<file path="config.mk">
export PLATFORM = sky130hd
export DESIGN_NAME = fan_response_stall_monitor_core
export DESIGN_NICKNAME = d
export VERILOG_FILES = /design/src/rtl/core/frsm_pkg.sv /design/src/rtl/core/fan_response_stall_monitor_core.sv /design/src/rtl/core/frsm_ram.sv /design/src/rtl/core/frsm_ctrl.sv /design/src/rtl/core/frsm_datapath.sv
export SDC_FILE = /design/constraint.sdc
export NUM_CORES = 1
export LEC_CHECK = 0
export BUFFER_PORTS_ARGS = -buffer_cell sky130_fd_sc_hd__buf_4
export CORE_MARGIN = 4
export CORE_UTILIZATION = 45
export CTS_CLUSTER_DIAMETER = 60
export CTS_CLUSTER_SIZE = 30
export DETAILED_ROUTE_END_ITERATION = 16
export REMOVE_ABC_BUFFERS = 1
export SYNTH_ARGS = -nofsm -noshare
export SYNTH_HDL_FRONTEND = slang
export SYNTH_HIERARCHICAL = 1
export SYNTH_SLANG_ARGS = --single-unit
</file>
<file path="constraint.sdc">
create_clock -name aclk -period 12.6 [get_ports aclk]
set_input_delay 2.52 -clock aclk [delete_from_list [all_inputs] [get_ports aclk]]
set_output_delay 2.52 -clock aclk [all_outputs]
set_load 0.02 [all_outputs]
</file>
<file path="src/rtl/core/frsm_pkg.sv">
// Shared types and constants for the fan response stall monitor.
package frsm_pkg;

    localparam int RPM_W    = 20;
    localparam int REQ_W    = 21;
    localparam int TIME_W   = 40;
    localparam int GEND_W   = 41;
    localparam int FCNT_W   = 8;
    localparam int FIDX_W   = 6;
    localparam int STAT_W   = 3;
    localparam int CFG_IDX_W = 2;
    localparam int CFG_DATA_W = 16;
    localparam int S_DATA_W = 128;
    localparam int M_DATA_W = 32;

    // Field offsets inside the input tdata.
    localparam int IN_FAN_LSB  = 0;
    localparam int IN_TGT_LSB  = 6;
    localparam int IN_MIN_LSB  = 26;
    localparam int IN_ACT_LSB  = 46;
    localparam int IN_REP_LSB  = 66;
    localparam int IN_NOW_LSB  = 86;

    // Table entry: expected target, grace end and failure count.
    localparam int ENTRY_W = RPM_W + GEND_W + FCNT_W;

    localparam logic [STAT_W-1:0] STAT_OK             = 3'd0;
    localparam logic [STAT_W-1:0] STAT_INVALID        = 3'd1;
    localparam logic [STAT_W-1:0] STAT_TARGET_CHANGED = 3'd2;
    localparam logic [STAT_W-1:0] STAT_GRACE          = 3'd3;
    localparam logic [STAT_W-1:0] STAT_STALLED        = 3'd4;

    localparam logic [CFG_IDX_W-1:0] CFG_GRACE_PERIOD = 2'd0;
    localparam logic [CFG_IDX_W-1:0] CFG_TOLERANCE    = 2'd1;
    localparam logic [CFG_IDX_W-1:0] CFG_FAIL_LIMIT   = 2'd2;

    localparam logic [15:0] GRACE_PERIOD_RST = 16'd5000;
    localparam logic [15:0] TOLERANCE_RST    = 16'd800;
    localparam logic [7:0]  FAIL_LIMIT_RST   = 8'd3;

    localparam logic KIND_NOTE    = 1'b0;
    localparam logic KIND_OBSERVE = 1'b1;

    typedef enum logic [0:0] {
        S_IDLE,
        S_CALC
    } state_t;

    typedef struct packed {
        logic capture;
        logic commit;
    } ctl_cmd_t;

    typedef struct packed {
        logic out_free;
    } dp_status_t;

endpackage

</file>
<file path="src/rtl/core/fan_response_stall_monitor_core.sv">
// Flow: the input transfer captures the item and reads the fan table; the item is then
// evaluated, and it commits to the result register once that register is free.
// A new item is accepted only after the last one has committed: the registered table read
// comes ahead of the evaluate-and-write step, which waits while the result register is full.
// Reset (aresetn low, synchronous) disarms all fans, empties the result
// register and restores the configuration registers to their defaults.
module fan_response_stall_monitor_core import frsm_pkg::*; #(
    parameter int NUM_FANS = 8
) (
    input  logic                  aclk,
    input  logic                  aresetn,
    input  logic                  s_tvalid,
    output logic                  s_tready,
    // tdata: fan, new target, fan minimum, measured speed,
    // reported target, time in ms, zero fill
    input  logic [S_DATA_W-1:0]   s_tdata,
    // tuser: kind
    input  logic                  s_tuser,
    output logic                  m_tvalid,
    input  logic                  m_tready,
    // tdata: status, required_valid, required speed, zero fill
    output logic [M_DATA_W-1:0]   m_tdata,
    input  logic                  cfg_we,
    input  logic [CFG_IDX_W-1:0]  cfg_addr,
    input  logic [CFG_DATA_W-1:0] cfg_wdata
);

    ctl_cmd_t   ctl_cmd;
    dp_status_t dp_status;

    frsm_ctrl u_ctrl (
        .aclk      (aclk),
        .aresetn   (aresetn),
        .s_tvalid  (s_tvalid),
        .s_tready  (s_tready),
        .dp_status (dp_status),
        .ctl_cmd   (ctl_cmd)
    );

    frsm_datapath #(
        .NUM_FANS(NUM_FANS)
    ) u_datapath (
        .aclk      (aclk),
        .aresetn   (aresetn),
        .ctl_cmd   (ctl_cmd),
        .dp_status (dp_status),
        .in_kind   (s_tuser),
        .in_data   (s_tdata),
        .cfg_we    (cfg_we),
        .cfg_addr  (cfg_addr),
        .cfg_wdata (cfg_wdata),
        .out_valid (m_tvalid),
        .out_ready (m_tready),
        .out_data  (m_tdata)
    );

endmodule

</file>
<file path="src/rtl/core/frsm_ram.sv">
// Generic single-port-write, registered-read RAM.
module frsm_ram #(
    parameter int WIDTH = 8,
    parameter int DEPTH = 8
) (
    input  logic                                    aclk,
    input  logic                                    wr_en,
    input  logic [(DEPTH > 1 ? $clog2(DEPTH) : 1)-1:0] wr_addr,
    input  logic [WIDTH-1:0]                        wr_data,
    input  logic                                    rd_en,
    input  logic [(DEPTH > 1 ? $clog2(DEPTH) : 1)-1:0] rd_addr,
    output logic [WIDTH-1:0]                        rd_data
);

    logic [WIDTH-1:0] mem_reg [DEPTH];
    logic [WIDTH-1:0] rd_data_reg;

    always_ff @(posedge aclk) begin
        if (wr_en) begin
            mem_reg[wr_addr] <= wr_data;
        end
        if (rd_en) begin
            rd_data_reg <= mem_reg[rd_addr];
        end
    end

    assign rd_data = rd_data_reg;

endmodule

</file>
<file path="src/rtl/core/frsm_ctrl.sv">
// Controller state machine: sequences capture, table read and commit.
module frsm_ctrl import frsm_pkg::*; (
    input  logic       aclk,
    input  logic       aresetn,
    input  logic       s_tvalid,
    output logic       s_tready,
    input  dp_status_t dp_status,
    output ctl_cmd_t   ctl_cmd
);

    state_t state_reg;
    state_t state_next;

    always_ff @(posedge aclk) begin
        if (!aresetn) begin
            state_reg <= S_IDLE;
        end else begin
            state_reg <= state_next;
        end
    end

    always_comb begin
        state_next = state_reg;
        case (state_reg)
            S_IDLE: begin
                if (s_tvalid) begin
                    state_next = S_CALC;
                end
            end
            S_CALC: begin
                if (dp_status.out_free) begin
                    state_next = S_IDLE;
                end
            end
            default: state_next = S_IDLE;
        endcase
    end

    always_comb begin
        s_tready        = 1'b0;
        ctl_cmd.capture = 1'b0;
        ctl_cmd.commit  = 1'b0;
        case (state_reg)
            S_IDLE: begin
                s_tready        = 1'b1;
                ctl_cmd.capture = s_tvalid;
            end
            S_CALC: begin
                ctl_cmd.commit = dp_status.out_free;
            end
            default: begin
                s_tready = 1'b0;
            end
        endcase
    end

endmodule

</file>
<file path="src/rtl/core/frsm_datapath.sv">
// Datapath: item registers, fan table, checks and result register.
module frsm_datapath import frsm_pkg::*; #(
    parameter int NUM_FANS = 8
) (
    input  logic                  aclk,
    input  logic                  aresetn,
    input  ctl_cmd_t              ctl_cmd,
    output dp_status_t            dp_status,
    input  logic                  in_kind,
    input  logic [S_DATA_W-1:0]   in_data,
    input  logic                  cfg_we,
    input  logic [CFG_IDX_W-1:0]  cfg_addr,
    input  logic [CFG_DATA_W-1:0] cfg_wdata,
    output logic                  out_valid,
    input  logic                  out_ready,
    output logic [M_DATA_W-1:0]   out_data
);

    localparam int IDX_W = (NUM_FANS > 1) ? $clog2(NUM_FANS) : 1;
    localparam logic [FIDX_W:0] NUM_FANS_C = (FIDX_W + 1)'(NUM_FANS);

    // Configuration registers.
    logic [15:0] grace_period_reg;
    logic [15:0] tolerance_reg;
    logic [7:0]  fail_limit_reg;

    always_ff @(posedge aclk) begin
        if (!aresetn) begin
            grace_period_reg <= GRACE_PERIOD_RST;
            tolerance_reg    <= TOLERANCE_RST;
            fail_limit_reg   <= FAIL_LIMIT_RST;
        end else if (cfg_we) begin
            case (cfg_addr)
                CFG_GRACE_PERIOD: grace_period_reg <= cfg_wdata;
                CFG_TOLERANCE:    tolerance_reg    <= cfg_wdata;
                CFG_FAIL_LIMIT:   fail_limit_reg   <= cfg_wdata[7:0];
                default:          ;
            endcase
        end
    end

    // Item registers.
    logic              kind_reg;
    logic [FIDX_W-1:0] fan_reg;
    logic [RPM_W-1:0]  target_reg;
    logic [RPM_W-1:0]  minimum_reg;
    logic [RPM_W-1:0]  actual_reg;
    logic [RPM_W-1:0]  reported_reg;
    logic [TIME_W-1:0] now_reg;

    always_ff @(posedge aclk) begin
        if (ctl_cmd.capture) begin
            kind_reg     <= in_kind;
            fan_reg      <= in_data[IN_FAN_LSB +: FIDX_W];
            target_reg   <= in_data[IN_TGT_LSB +: RPM_W];
            minimum_reg  <= in_data[IN_MIN_LSB +: RPM_W];
            actual_reg   <= in_data[IN_ACT_LSB +: RPM_W];
            reported_reg <= in_data[IN_REP_LSB +: RPM_W];
            now_reg      <= in_data[IN_NOW_LSB +: TIME_W];
        end
    end

    // Fan table: armed bits in flops, the rest in RAM.
    logic [NUM_FANS-1:0] armed_reg;
    logic [ENTRY_W-1:0]  entry_rd;
    logic [ENTRY_W-1:0]  entry_wr;
    logic                entry_we;
    logic [IDX_W-1:0]    rd_idx;
    logic [IDX_W-1:0]    fan_idx;

    assign rd_idx  = in_data[IN_FAN_LSB +: IDX_W];
    assign fan_idx = fan_reg[IDX_W-1:0];

    frsm_ram #(
        .WIDTH(ENTRY_W),
        .DEPTH(NUM_FANS)
    ) u_table (
        .aclk    (aclk),
        .wr_en   (entry_we),
        .wr_addr (fan_idx),
        .wr_data (entry_wr),
        .rd_en   (ctl_cmd.capture),
        .rd_addr (rd_idx),
        .rd_data (entry_rd)
    );

    logic [RPM_W-1:0]  exp_tgt;
    logic [GEND_W-1:0] grace_end;
    logic [FCNT_W-1:0] fail_cnt;

    assign exp_tgt   = entry_rd[GEND_W + FCNT_W +: RPM_W];
    assign grace_end = entry_rd[FCNT_W +: GEND_W];
    assign fail_cnt  = entry_rd[FCNT_W-1:0];

    // Evaluation of the captured item.
    logic              fan_ok;
    logic              armed;
    logic [RPM_W-1:0]  tgt_diff;
    logic [RPM_W-1:0]  span;
    logic [REQ_W-1:0]  required;
    logic [REQ_W:0]    reach;
    logic [FCNT_W-1:0] fail_inc;
    logic [STAT_W-1:0] res_status;
    logic              res_valid;
    logic [REQ_W-1:0]  res_rpm;
    logic              arm_set;
    logic [RPM_W-1:0]  new_tgt;
    logic [GEND_W-1:0] new_gend;
    logic [FCNT_W-1:0] new_fcnt;

    assign fan_ok = {1'b0, fan_reg} < NUM_FANS_C;
    assign armed  = fan_ok && armed_reg[fan_idx];

    assign tgt_diff = (reported_reg > exp_tgt) ? (reported_reg - exp_tgt)
                                               : (exp_tgt - reported_reg);
    assign span     = (exp_tgt > minimum_reg) ? (exp_tgt - minimum_reg) : '0;
    assign required = (span <= {4'b0, tolerance_reg})
                    ? {1'b0, minimum_reg}
                    : ({1'b0, minimum_reg} + {1'b0, exp_tgt});
    // Twice the sum of measured speed and tolerance, in 1/32 rpm.
    assign reach    = {({1'b0, actual_reg} + {5'b0, tolerance_reg}), 1'b0};
    assign fail_inc = (fail_cnt == '1) ? fail_cnt : (fail_cnt + 1'b1);

    always_comb begin
        res_status = STAT_OK;
        res_valid  = 1'b0;
        res_rpm    = '0;
        entry_we   = 1'b0;
        arm_set    = 1'b0;
        new_tgt    = exp_tgt;
        new_gend   = grace_end;
        new_fcnt   = fail_cnt;
        if (!fan_ok) begin
            res_status = STAT_INVALID;
        end else if (kind_reg == KIND_NOTE) begin
            if (target_reg == '0) begin
                res_status = STAT_INVALID;
            end else begin
                entry_we = ctl_cmd.commit;
                new_tgt  = target_reg;
                if (!armed) begin
                    arm_set  = ctl_cmd.commit;
                    new_gend = {1'b0, now_reg} + {25'b0, grace_period_reg};
                    new_fcnt = '0;
                end else if (target_reg <= exp_tgt) begin
                    new_fcnt = '0;
                end
            end
        end else if (!armed || minimum_reg == '0 || reported_reg == '0) begin
            res_status = STAT_INVALID;
        end else if (tgt_diff > {4'b0, tolerance_reg}) begin
            res_status = STAT_TARGET_CHANGED;
        end else if ({1'b0, now_reg} < grace_end) begin
            res_status = STAT_GRACE;
        end else begin
            res_valid = 1'b1;
            res_rpm   = required;
            entry_we  = ctl_cmd.commit;
            if (reach >= {1'b0, required}) begin
                new_fcnt = '0;
            end else begin
                new_fcnt = fail_inc;
                if (fail_inc >= fail_limit_reg) begin
                    res_status = STAT_STALLED;
                end
            end
        end
    end

    assign entry_wr = {new_tgt, new_gend, new_fcnt};

    always_ff @(posedge aclk) begin
        if (!aresetn) begin
            armed_reg <= '0;
        end else if (arm_set) begin
            armed_reg[fan_idx] <= 1'b1;
        end
    end

    // Result register; a finished result waits here for its transfer.
    logic              out_valid_reg;
    logic [STAT_W-1:0] status_reg;
    logic              req_valid_reg;
    logic [REQ_W-1:0]  req_rpm_reg;

    always_ff @(posedge aclk) begin
        if (!aresetn) begin
            out_valid_reg <= 1'b0;
        end else if (ctl_cmd.commit) begin
            out_valid_reg <= 1'b1;
        end else if (out_ready) begin
            out_valid_reg <= 1'b0;
        end
    end

    always_ff @(posedge aclk) begin
        if (ctl_cmd.commit) begin
            status_reg    <= res_status;
            req_valid_reg <= res_valid;
            req_rpm_reg   <= res_rpm;
        end
    end

    assign dp_status.out_free = !out_valid_reg || out_ready;
    assign out_valid = out_valid_reg;
    assign out_data  = {7'b0, req_rpm_reg, req_valid_reg, status_reg};

endmodule

</file>
### Word-level counts from Yosys, hierarchy flattened

Memories as Yosys holds them, arrays and structs flattened. A register that Yosys moved wholly into a read port is not among the register bits.
Cells that the tools add are included.

| word-level totals | value |
|---|---|
| flip-flop bits (word level) | 202 |
| RAM bits | 552 |
| input port bits | 152 |
| output and inout bits | 34 |
| word-level logic and storage cells | 111 |
| memories | 1 |

| cells by class | value |
|---|---|
| $add $sub $neg | 7 |
| order comparisons | 11 |
| equal/unequal tests | 3 |
| mux-type cells | 52 |
| bitwise logic cells | 4 |
| reductions and logical operators | 17 |

Memory list:

| name | depth | width | read ports | clocked after Yosys merged registers in | write ports | RTL line | source |
|---|---|---|---|---|---|---|---|
| u_datapath.u_table.mem_reg | 8 | 69 | 1 | 1 | 1 | frsm_ram.sv:15 | `logic [WIDTH-1:0] mem_reg [DEPTH];` |

Operator list:

| cell | number |
|---|---|
| 2-to-1 mux 41 bit | 4 |
| 2-to-1 mux 20 bit | 5 |
| 2-to-1 mux 8 bit | 10 |
| zero test 20 bit | 3 |
| subtractor 20 bit | 3 |
| adder 40 x 16 -> 41 bit | 1 |
| less-than comparator 40 x 41 -> 1 bit | 1 |
| greater-than comparator 20 bit | 2 |
| 2-to-1 mux 1 bit | 23 |
| >= comparator 22 x 21 -> 1 bit | 1 |
| adder 20 x 16 -> 21 bit | 1 |
| adder 20 x 20 -> 21 bit | 1 |
| 2-to-1 mux 21 bit | 1 |
| greater-than comparator 20 x 16 -> 1 bit | 1 |
| <= comparator 20 x 16 -> 1 bit | 1 |
| <= comparator 20 bit | 1 |
| 2-to-1 mux 3 bit | 6 |
| adder 8 x 1 -> 8 bit (second input constant) | 1 |
| == test 8 bit (second input constant) | 1 |
| >= comparator 8 bit | 1 |
| OR 8 bit | 1 |
| less-than comparator 6 x 4 -> 1 bit (second input constant) | 1 |
| AND reduction 2 bit | 3 |
| OR reduction 5 bit | 1 |
| other kinds (14) | 20 |

### Depth between registers and ports, before layout

| depth | value |
|---|---|
| depth after elaboration | 11 |
| mapped depth | 34 |
| depth with buffers taken out | 34 |

### Hierarchy

Netlist, hierarchy kept.

Modules (own cells, without submodules):

| module | times used | cells each | area an instance (sq um) | seq. area each (sq um) |
|---|---|---|---|---|
| frsm_ram | 1 | 880 | 22,848.2 | 18,647.9 |
| frsm_datapath | 1 | 1,910 | 16,879.9 | 5,545.3 |
| frsm_ctrl | 1 | 6 | 50.0 | 20.0 |

### Worst setup path after synthesis

OpenSTA, ideal clock, no wires.

| timing path | value |
|---|---|
| kind | input port to flip-flop |
| start point | input port s_tvalid |
| end point | register u_ctrl.state_reg |
| setup time | 98 ps |
| data arrival time | 11,696 ps |
| required time | 12,502 ps |
| setup slack | 805 ps |
| stages on the path | 2 |
| buffers on the path | 0 |
| path through | nor2b_1 o21a_1 |

| between the ends | value |
|---|---|
| cells in the longest elaborated chain, start to end | 2 |

Ends and longest elaborated chain:

| element | RTL line | source |
|---|---|---|
| from (decl) | fan_response_stall_monitor_core.sv:12 | `input logic s_tvalid,` |
| 2-to-1 mux 1 bit | frsm_ctrl.sv:26 | `if (s_tvalid) begin` |
| case mux 1 bit (2 select lines) | frsm_ctrl.sv:24 | `case (state_reg)` |
| to (signal assigned) | frsm_ctrl.sv:18 | `state_reg <= state_next;` |
| to (decl) | frsm_ctrl.sv:11 | `state_t state_reg;` |

No other way between the ends.
A chain may end at the register's enable or synchronous reset.

### Final worst setup path

| timing path | value |
|---|---|
| start point | register u_datapath.u_table.rd_data_reg[49], in the netlist u_datapath/u_table/rd_data[49], read port of u_datapath.u_table.mem_reg |
| end point | memory u_datapath/u_table/mem_reg[0][5] (netlist name) (data pin) |

| between the ends | value |
|---|---|
| cells in the longest elaborated chain, start to end | 11 |
| elaborated cells between the ends (all ways) | 22 |
| those cells by class | add/sub: 4; order compare: 6; mux: 12 |

Ends and longest elaborated chain:

| element | RTL line | source |
|---|---|---|
| from (decl) | frsm_ram.sv:16 | `logic [WIDTH-1:0] rd_data_reg;` |
| subtractor 20 bit / greater-than comparator 20 bit (equally long branches) | frsm_datapath.sv:116 | `assign span = (exp_tgt > minimum_reg) ? (exp_tgt - minimum_reg) : '0;` |
| 2-to-1 mux 20 bit | frsm_datapath.sv:116 |  |
| <= comparator 20 x 16 -> 1 bit | frsm_datapath.sv:117 | `assign required = (span <= {4'b0, tolerance_reg})` |
| 2-to-1 mux 21 bit | frsm_datapath.sv:118 | `? {1'b0, minimum_reg}` |
| >= comparator 22 x 21 -> 1 bit | frsm_datapath.sv:159 | `if (reach >= {1'b0, required}) begin` |
| 2-to-1 mux 8 bit | frsm_datapath.sv:159 |  |
| 2-to-1 mux 8 bit | frsm_datapath.sv:153 | `end else if ({1'b0, now_reg} < grace_end) begin` |
| 2-to-1 mux 8 bit | frsm_datapath.sv:151 | `end else if (tgt_diff > {4'b0, tolerance_reg}) begin` |
| 2-to-1 mux 8 bit | frsm_datapath.sv:149 | `end else if (!armed \|\| minimum_reg == '0 \|\| reported_reg == '0) begin` |
| 2-to-1 mux 8 bit * | frsm_datapath.sv:135 | `end else if (kind_reg == KIND_NOTE) begin` |
| 2-to-1 mux 8 bit * | frsm_datapath.sv:133 | `if (!fan_ok) begin` |
| via u_datapath.new_fcnt[5] | frsm_datapath.sv:109 | `logic [FCNT_W-1:0] new_fcnt;` |
| to (decl) | frsm_ram.sv:15 |  |

Mark *: on every way through the listed nets, which the timed path passes. The rest lies on a longest branch.

==> impl_metrics.yaml <==
run_status:
  status: "complete, no violations"
place:
  hpwl_um: 68160
  placed_cells: 4062
  numPortBuffers: 176
  place_ws_ns: 3.978
  place_congestion: 0.8994
  dpl_cell_area_um2: 42320
finish:
  stdcell_count: 4183
  drive_above_1_share_pct: 19.76
  layout.nets: 3364
  regArea_um2: 24210
  nFillCells: 7379
  largest_register_ffs: 552
  multi_input_area_um2: 14430
  fin_util_pct: 51.11
  fin_area_um2: 44610
  syn_to_final_growth_pct: 12.15
synthesis:
  synth_area_leaders: "edfxtp_1 (58%), mux4_2 (7.8%), ha_1 (7.3%)"
  synth_top_family_by_area: "multiplexers"
  syn_area_um2: 39780
  syn-instance-count: 2796
  synth_mux_area_share_pct: 10.69
  synth_edf_count: 773
  yosysMostFrequentCell: "edfxtp_1"
  yosysTopAreaCell: "edfxtp_1"
  yosys_register_bits: 823
  avgSynthCellArea_um2: 14.23
  async_reset_ff_share_pct: 0
  synthDistinctLibCells: 85
  yosys.area_share.simple_pct: 7.461
  synthAdderAreaFrac_pct: 7.568
  synth_ff_type: "edfxtp_1"
  synth_xor_area_share_pct: 2.268
  ys_warn_count: 6
  synth_seq_area_share_pct: 60.87
  synth-compound-area-share_pct: 8.033
  synthTopCellsByCount: "edfxtp_1 (773), ha_1 (231), nand2_1 (197)"
  synth_top_area_share_pct: 58.35
clocking:
  cts.reportedPaths.clkPinSlew_ns: 0.08
  clock-sinks: 823
  clockRootBuffer: "clkbuf_16"
  clk_latency_ns: 0.64
  clk_path_buf_depth: 3
  holdBufCountCts: 0
  cts_resized: 0
  cts.htree.levels: 3
  postCtsSetupRepairBufs: 0
  cts_tree: "built"
  cts_buffers: 66
floorplanning:
  die_h_um: 305.3
  die_x_um: 305.3
  rows: 108
  io-pin-count: 186
  die-area_um2: 93220
  initial_core_util_pct: 45.57
  coreArea_um2: 87290
timing:
  maxSlewHeadroom_pct: 22.65
  rsz0062_at_grt: "no"
  max_freq_mhz: 114.9
  finalMaxSlewViolations: 0
  period_needed_ns: 8.706
  fin_setup_tns_ns: 0
  hold_viol: 0
  post-route-period-util_pct: 69.09
  worst_hold_slack_ns: 0.4742
  setup_viol: 0
  final.setup.worst_slack_ns: 3.894
  worst_pin_slew_ns: 1.158
  skew_ns: 0.03720
drt:
  avgViaCountPerCell: 5.704
  wl_per_cell_um: 24.20
  wl_um: 101200
  dr.first_iter.drc_count: 1751
  ant_nets: 0
  route.detailed.drc: 0
  vias: 23860
  first_pass_iters: 5
global_routing:
  grt_max_degree: 95
  grt_pass1_vias: 24220
  grt_pass1_wl_um: 152100
  grt_antenna_before_repair: 0
  gr-total-overflow: 0
  grt.total_usage_pct: 21.44
min_path:
  hold_path.class: "reg2reg"
  worstHoldEndpoint: "u_datapath/grace_period_reg[0]"
  holdPathStages: 2
  hp-start: "u_datapath/grace_period_reg[0]"
worst_setup_path:
  worstReg2RegEnd: "u_datapath/u_table/mem_reg[0][5]"
  crit_fanout: 36
  r2r_slack_ns: 3.89
  reg2reg_from: "u_datapath/u_table/rd_data[49]"
  cp_common_cell: "o21ai_0"
  crit_family: "compound AO/OA/AOI/OAI gates"
  criticalPathCategory: "reg2reg"
  required_ns: 13.01
  crit_path_max_incr_delay_ns: 0.55
  rr_worst_depth: 32
  crit_buf_inv: 3
  arrival_ns: 9.12
  cp-end-kind: "flip-flop"
  crit_slowest_cell: "edfxtp_1"
  cp-start-kind: "flip-flop"
power_and_ir_drop:
  leakagePower_nw: 16.14
  p_per_area_nw_per_um2: 139.7
  total_power_mw: 6.232
  peakVddDrop_v: 0.0001483
run:
  maxCapViolCount: 0
-- where the power goes --
| part | leakage, nW | switching (mW) | internal, mW |
|---|---|---|---|
| Sequential | 7.47 | 0.0578 | 3.07 |
| Combinational | 7.56 | 0.566 | 0.368 |
| Clock | 1.11 | 1.09 | 1.08 |
-- logic make-up after synthesis --
group	Yosys count
AOI/OAI and AO/OA	495
xor gates and xnor gates	103
adders and majority gates	237
buffers and inverters	277
DFF	823
muxes	241
other	1
and+or+nand+nor	619
-- cell type report --
class / count / area share [%]
multi-input cells: 1702 / 32.34
diodes: 1 / 0.005609
flip-flops and latches: 823 / 54.28
clock inverters: 49 / 1.285
well taps: 1155 / 3.239
inverters: 171 / 1.439
clock buffers: 71 / 3.840
repair buffers: 211 / 3.576
-- layout by cell type, fill, tap and decap left out, types with 19 or more instances in the layout --
| cell type | netlist | routed |
|---|---|---|
| nand2b_1 | 25 | 25 |
| xor2_1 | 31 | 31 |
| mux4_2 | 138 | 138 |
| nand2_1 | 197 | 197 |
| o21a_1 | 19 | 19 |
| clkbuf_16 | 0 | 68 |
| a21boi_0 | 27 | 27 |
| mux2_2 | 90 | 90 |
| xnor2_1 | 72 | 72 |
| nor3_1 | 38 | 36 |
| nand3_1 | 56 | 56 |
| a21o_1 | 50 | 50 |
| nor4_1 | 22 | 21 |
| dfxtp_1 | 50 | 50 |
| buf_4 | 13 | 209 |
| ha_1 | 231 | 231 |
| o21ai_0 | 110 | 110 |
| inv_1 | 170 | 170 |
| a21oi_1 | 141 | 141 |
| edfxtp_1 | 773 | 773 |
| nand4_1 | 35 | 35 |
| nor2b_1 | 33 | 32 |
| nor2_1 | 155 | 149 |
-- routing by layer --
layer / track usage (%) / vias to the layer above / wire length, um
li1: - / 11030 / -
met1: 29.41 / 12130 / 44410
met2: 36.09 / 581 / 49480
met3: 2.548 / 128 / 4165
met4: 6.606 / 0 / 3180
met5: 0 / - / 0
-- worst max path at each step --
stage / from / to / slack [ns] / cells past startpoint
floorplan: s_tvalid / u_ctrl/state_reg / 0.81 / 2
global placement: u_datapath/u_table/rd_data[49] / u_datapath/u_table/mem_reg[4][5] / 4.02 / 32
detailed placement: u_datapath/u_table/rd_data[49] / u_datapath/u_table/mem_reg[4][5] / 3.98 / 32
CTS: u_datapath/u_table/rd_data[49] / u_datapath/u_table/mem_reg[3][5] / 3.93 / 32
global route: u_datapath/u_table/rd_data[49] / u_datapath/u_table/mem_reg[4][5] / 3.21 / 32
finish: u_datapath/u_table/rd_data[49] / u_datapath/u_table/mem_reg[0][5] / 3.89 / 32
-- worst min-delay path, cell delays in order, from the launching register on --
cell and delay (ns):
dfxtp_1 0.32, nand2_1 0.05, a21boi_0 0.06
No activity file was read; power rests on OpenSTA's default activity.
